===== src/sv/tcw_pkg.sv =====
package tcw_pkg;

	// screen geometry
	localparam int COLS = 80;
	localparam int ROWS = 25;
	localparam int CELLS = ROWS * COLS;
	localparam int COL_W = $clog2(COLS);
	localparam int ROW_W = (ROWS > 2) ? $clog2(ROWS) : 1;
	localparam int ADDR_W = $clog2(CELLS);

	// field widths
	localparam int OP_W = 2;
	localparam int CHAR_W = 8;
	localparam int IDX_W = 11;
	localparam int POS_W = 11;
	localparam int CELL_W = 16;
	localparam int COLOR_W = 8;
	localparam int EXT_W = (ADDR_W > IDX_W) ? ADDR_W : IDX_W;

	// stream packing
	localparam int IN_DATA_W = 24;
	localparam int OUT_DATA_W = 32;

	// character codes
	localparam logic [CHAR_W-1:0] CH_BS = 8'h08;
	localparam logic [CHAR_W-1:0] CH_TAB = 8'h09;
	localparam logic [CHAR_W-1:0] CH_LF = 8'h0A;
	localparam logic [CHAR_W-1:0] CH_CR = 8'h0D;
	localparam logic [CHAR_W-1:0] CH_BLANK = 8'h20;
	localparam int TAB_STEP = 4;

	localparam logic [COLOR_W-1:0] RESET_COLOR = 8'h07;

	// item kinds
	typedef enum logic [OP_W-1:0] {
		OP_PUT = 2'd0,
		OP_CLEAR = 2'd1,
		OP_READ = 2'd2,
		OP_NONE = 2'd3
	} op_t;

	// datapath commands
	typedef enum logic [2:0] {
		DP_NOP,
		DP_LOAD,
		DP_EXEC,
		DP_INIT,
		DP_FILL,
		DP_COPY,
		DP_BLANK,
		DP_OUT
	} dp_cmd_t;

	typedef struct packed {
		dp_cmd_t cmd;
	} cmd_t;

	typedef struct packed {
		op_t op;
		logic scroll;
		logic fill_last;
		logic copy_last;
	} sts_t;

endpackage


===== src/sv/tcw_ctrl.sv =====
module tcw_ctrl (
	input  logic          clk,
	input  logic          arst_n,
	input  logic          s_tvalid,
	output logic          s_tready,
	output logic          m_tvalid,
	input  logic          m_tready,
	input  tcw_pkg::sts_t sts,
	output tcw_pkg::cmd_t cmd
);
	import tcw_pkg::*;

	typedef enum logic [2:0] {
		ST_INIT,
		ST_IDLE,
		ST_EXEC,
		ST_FILL,
		ST_COPY,
		ST_BLANK,
		ST_RESULT
	} state_t;

	state_t state_q;
	logic out_valid_q;
	logic out_free;

	assign out_free = !out_valid_q || m_tready;
	assign s_tready = (state_q == ST_IDLE);
	assign m_tvalid = out_valid_q;

	// command decode from state
	always_comb begin
		cmd.cmd = DP_NOP;
		unique case (state_q)
			ST_INIT:   cmd.cmd = DP_INIT;
			ST_IDLE:   cmd.cmd = s_tvalid ? DP_LOAD : DP_NOP;
			ST_EXEC:   cmd.cmd = DP_EXEC;
			ST_FILL:   cmd.cmd = DP_FILL;
			ST_COPY:   cmd.cmd = DP_COPY;
			ST_BLANK:  cmd.cmd = DP_BLANK;
			ST_RESULT: cmd.cmd = out_free ? DP_OUT : DP_NOP;
			default:   cmd.cmd = DP_NOP;
		endcase
	end

	// state and output valid
	always_ff @(posedge clk or negedge arst_n) begin
		if (!arst_n) begin
			state_q <= ST_INIT;
			out_valid_q <= 1'b0;
		end else begin
			// result register: load a new beat or drop the one taken
			if (state_q == ST_RESULT && out_free)
				out_valid_q <= 1'b1;
			else if (m_tready)
				out_valid_q <= 1'b0;
			unique case (state_q)
				ST_INIT: begin
					if (sts.fill_last)
						state_q <= ST_IDLE;
				end
				ST_IDLE: begin
					if (s_tvalid)
						state_q <= ST_EXEC;
				end
				ST_EXEC: begin
					if (sts.op == OP_CLEAR)
						state_q <= ST_FILL;
					else if (sts.op == OP_PUT && sts.scroll)
						state_q <= ST_COPY;
					else
						state_q <= ST_RESULT;
				end
				ST_FILL: begin
					if (sts.fill_last)
						state_q <= ST_RESULT;
				end
				ST_COPY: begin
					if (sts.copy_last)
						state_q <= ST_BLANK;
				end
				ST_BLANK: begin
					if (sts.fill_last)
						state_q <= ST_RESULT;
				end
				ST_RESULT: begin
					if (out_free)
						state_q <= ST_IDLE;
				end
				default: state_q <= ST_INIT;
			endcase
		end
	end

endmodule


===== config.mk =====
export PLATFORM = sky130hd
export DESIGN_NAME = tcw_ctrl
export DESIGN_NICKNAME = d
export VERILOG_FILES = /design/src/sv/tcw_pkg.sv /design/src/sv/tcw_ctrl.sv
export SDC_FILE = /design/constraint.sdc
export NUM_CORES = 1
export LEC_CHECK = 0
export ABC_AREA = 1
export BUFFER_PORTS_ARGS = -buffer_cell sky130_fd_sc_hd__buf_2
export CORE_AREA = 10 10 47 49
export CTS_CLUSTER_SIZE = 14
export DETAILED_ROUTE_END_ITERATION = 8
export DIE_AREA = 0 0 57 59
export PLACE_DENSITY = 0.51
export SETUP_SLACK_MARGIN = 0.4
export SYNTH_ARGS = -nofsm -noshare
export SYNTH_HDL_FRONTEND = slang
export SYNTH_SLANG_ARGS = --single-unit

===== constraint.sdc =====
create_clock -name clk -period 1.1 [get_ports clk]
set_clock_uncertainty 0.15 [all_clocks]
set_input_delay 0.22 -clock clk [delete_from_list [all_inputs] [get_ports clk]]
set_output_delay 0.22 -clock clk [all_outputs]
set_load 0.02 [all_outputs]

; ---- After elaboration in Yosys (flattened, before gate mapping)
; Cells that the tools add are included.
[classes]
muxes = 13
eq_ne = 12
reduce_logical = 9
[op_table]
columns = cell, n
row1 = 2-to-1 mux 3 bit, 7
row2 = case mux 3 bit (7 select lines), 1
row3 = case mux 3 bit (6 select lines), 1
row4 = "equality test 3 bit, second input constant", 3
row5 = "!= test 2 bit, second input constant", 4
row6 = "equality test 3 x 2 -> 1 bit, second input constant", 2
row7 = AND reduction 5 bit, 1
row8 = "equality test 3 x 1 -> 1 bit, second input constant", 1
row9 = logical NOT 3 bit, 1
row10 = 2-to-1 mux 1 bit, 3
row11 = "equality test 2 x 1 -> 1 bit, second input constant", 1
row12 = logical AND 1 bit, 2
row13 = logical NOT 2 bit, 1
row14 = 2-to-1 mux 2 bit, 1
row15 = "!= test 2 x 1 -> 1 bit, second input constant", 1
row16 = nonzero test 2 bit, 1
row17 = OR reduction 2 bit, 1
row18 = logical NOT 1 bit, 1
row19 = logical OR 1 bit, 1
[word_totals]
input_bits = 9
reg_bits = 4
wordCells = 36

; ---- Longest topological paths before layout
[logic_depth]
word_depth = 5
mapped_depth = 8
depth_no_buf = 8

; ---- Worst setup path after synthesis
; Ideal clock, no wire load.
[synth_path]
path_type = register to output
from = reg state_q[2]
to = out cmd[0] (netlist bit)
path_slack_ns = -0.270
t_arrival_ns = 1.000
required_time_ns = 0.730
stages_incl_launch_ff = 6
path_cell_list = dfrtp_1 > inv_2 > nand3_2 > inv_1 > nand2_1 > nand3_1
[synth_lines]
columns = item, line_no
row1 = from (decl), tcw_ctrl.sv:23  ; state_t state_q;
row2 = from (signal assigned), tcw_ctrl.sv:49  ; state_q <= ST_INIT;
row3 = from (signal assigned), tcw_ctrl.sv:60  ; state_q <= ST_IDLE;
row4 = from (signal assigned), tcw_ctrl.sv:64  ; state_q <= ST_EXEC;
row5 = to (decl), tcw_ctrl.sv:9  ; output tcw_pkg::cmd_t cmd

==> results.md <==
* Starting density of the core at 26.3%
* Startpoint types: flop
* Worst slew pin tran at 0.195 ns
* Setup-failing EPs final at 9
* Outcome: complete, but fails checks
* Final setup TNS at -2.92 ns
* Reg2Reg Capture Point: state_q[2]
* Violated checks: negative setup slack
* Clock period minus worst slack at 1.58 ns
* Placed Area at 551 um^2
* Worst path top cell family by delay: flip-flops
* #FFs+latches synth at 4
* Drt first pass iters at 4
* Final total power at 2.51 mW
* Clock share of power at 8.0%
* RSZ-0062 raised after global routing: true
* Sink Count at 4
* Ratio of cells with drive above 1 in the final layout at 74.7%
* Detail Route Antenna Nets at 0
* CP endpoint kind: output port
* Die width at 57 um
* Multiplexer area fraction after synthesis at 0%
* Worst Slack Setup Final at -0.483 ns
* N_diodes at 0
* Initial DRC Count at 4
* R2R cell count at 7
* Total routed wirelength at 1210 um
* Antenna violations before repair at 0
* Synth Area in Simple Gates at 58.3%
* First-pass GRT wire length at 2130 um
* Syn. warnings at 0
* Area of the die at 3360 um^2
* Post-Synthesis Cell Area at 369 um^2
* TritonCTS clock tree: done
* Switching share of power at 45.4%
* Worst-path clk slew at 0.04 ns
* Row count at 14
* Worst Path Max Fanout at 6
* Final net count at 105
* WP data arrival at 1.21 ns
* WP buf/inv at 1
* WP data required at 0.73 ns
* Avg Synthesized Cell Area at 6.48 um^2
* R2R setup slack at -0.28 ns
* Worst vdd ir at 1430 uV
* Achievable Freq at 0.632 GHz
* FILL cells at 141
* Die Y at 59 um
* Area growth syn-to-layout at 107%
* Period utilisation layout at 144%
* Comb power frac at 77.1%
* # Max-Cap Violations at 0
* Slowest stage cell on the critical path: dfrtp_2
* Final HPWL DP at 865 um
* Mapped Cells at 57
* Worst setup path start: state_q[0]
* Sw Pwr at 1.14 mW
* H-tree levels at 1
* Clock Tree Buf Depth at 2
* RR Startpoint: state_q[2]
* Tightest Hold Check Type: input port to async pin
* Post-layout util at 54.6%
* Hold WS at 0.168 ns
* Overall global routing resource usage at 7.81%
* Reg power frac at 14.9%
* Static leakage at 0.402 nW
* WL/cell at 10.9 um
* CTS Buf Count at 3
* CP Cell Sequence: nand3_1 -> nand2_1 -> nor2_2 -> nand2_2 -> buf_6
* IO Pins at 14
* Sequential area share after synthesis at 27.1%
* Metal3 WL at 67 um
* Largest family of logic cells by synthesized area: simple AND/OR/NAND/NOR gates
* Post-Synth Adder-Cell Area at 0%
* Via density per instance at 4.23
* Routability cong. at 0.743
* Clock Tree Root: clkbuf_4
* Kind of critical path: flop to output port
* Pin count of the biggest net entering global routing at 7
* Via count at 470
* Final instance area at 764 um^2
* Slowest Stage Delay on Critical Path at 0.47 ns
* P_int at 1.37 mW
* WP depth at 5
* Syn nets at 66
* Worst-skew pair later-pin latency at 0.24 ns
* Most frequent cells in the layout: buf_4, nand2_1, buf_2
* Wire length on met1 at 459 um
* Core area at 1400 um^2
* Most common cell after layout, fill and taps aside: buf_4
* Total gr overflow at 0
* Synth Area in Compound Gates at 3.39%
* Max Slew Vio Count at 0
* I/O Buffers at 13
* DR top layer: met3
* Met2 wire len at 684 um
* XOR/XNOR Fraction of Synth Area at 0%
* Final number of hold-violating endpoints at 0
* Yosys cell types at 17
* Relative slew slack at 87.0%
* Number of remaining DRC errors at 0
* Vias in the first global route at 524
* Power Density at 3290 nW/um^2
==> power by group through the flow <==
stage	Sequential (mW)	Clock, mW	Combinational [mW]
3_3_place_gp	0.371	0	1.32
3_5_place_dp	0.371	0	1.33
6_report	0.375	0.201	1.94
2_1_floorplan	0.335	0	0.938
5_1_grt	0.388	0.221	2.13
4_1_cts	0.374	0.207	1.72
==> final cells by class <==
type	instances	area, um^2	share of cell area, %
Inverter	9	33.8	4.42
Tap cell	16	20.0	2.62
Sequential cell	4	105	13.7
Timing Repair Buffer	35	272	35.5
Clock buffer	4	26.3	3.44
Multi-Input combinational cell	43	308	40.3
==> kinds of logic after synthesis <==
logic type             after synthesis
and+or+nand+nor                     41
AOI/OAI and AO/OA                    2
buffers and inverters               10
DFF                                  4
==> per-layer routing <==
metal,global-route usage (%),vias up
met5,0,-
met4,3.02,0
met3,2.58,0
met2,15.0,13
met1,7.45,204
li1,-,253
==> Yosys cell counts (all sizes together) <==
cell type  instances  share of area (%)
buf                1                2.0
o211ai             1                2.0
nand3              9                 15
inv                9                9.2
nand3b             1                2.0
a21oi              1                1.4
nor2               9                 13
nor3               1                1.4
or2                1                1.7
dfrtp              4                 27
nand2             20                 25
==> flip-flops by register name, summed over array words and instances, names as in the netlist <==
signal    cells
m_tvalid      1
state_q       3
==> worst reg2reg max path, stage by stage, from the launching register on <==
cell and delay, ns:
dfrtp_2 0.44, inv_2 0.11, nand3_1 0.10, buf_4 0.15, nand3_2 0.08, nand2_4 0.07, nand3_1 0.09, nand2_1 0.06
==> stage by stage <==
stage | instances | worst slack, ns
after global placement | 94 | -0.339
after global routing | 111 | -0.554
after CTS | 105 | -0.505
final | 111 | -0.483
after floorplan | 57 | -0.189
after detailed placement | 94 | -0.344
==> repair_timing <==
action                                 CTS  global route
buffers inserted                         6             6
setup endpoints to repair                9             9
pin swaps                               10             6
gates resized for setup                 20             6
endpoints found under the hold margin    4             0
hold buffers                             1             0
==> worst max path at each step <==
stage | to | slack [ns]
floorplan | cmd[1] | -0.19
global placement | cmd[2] | -0.34
detailed placement | cmd[2] | -0.34
CTS | cmd[2] | -0.50
global route | cmd[2] | -0.55
finish | cmd[2] | -0.48
Power figures use the tool's default switching activity.
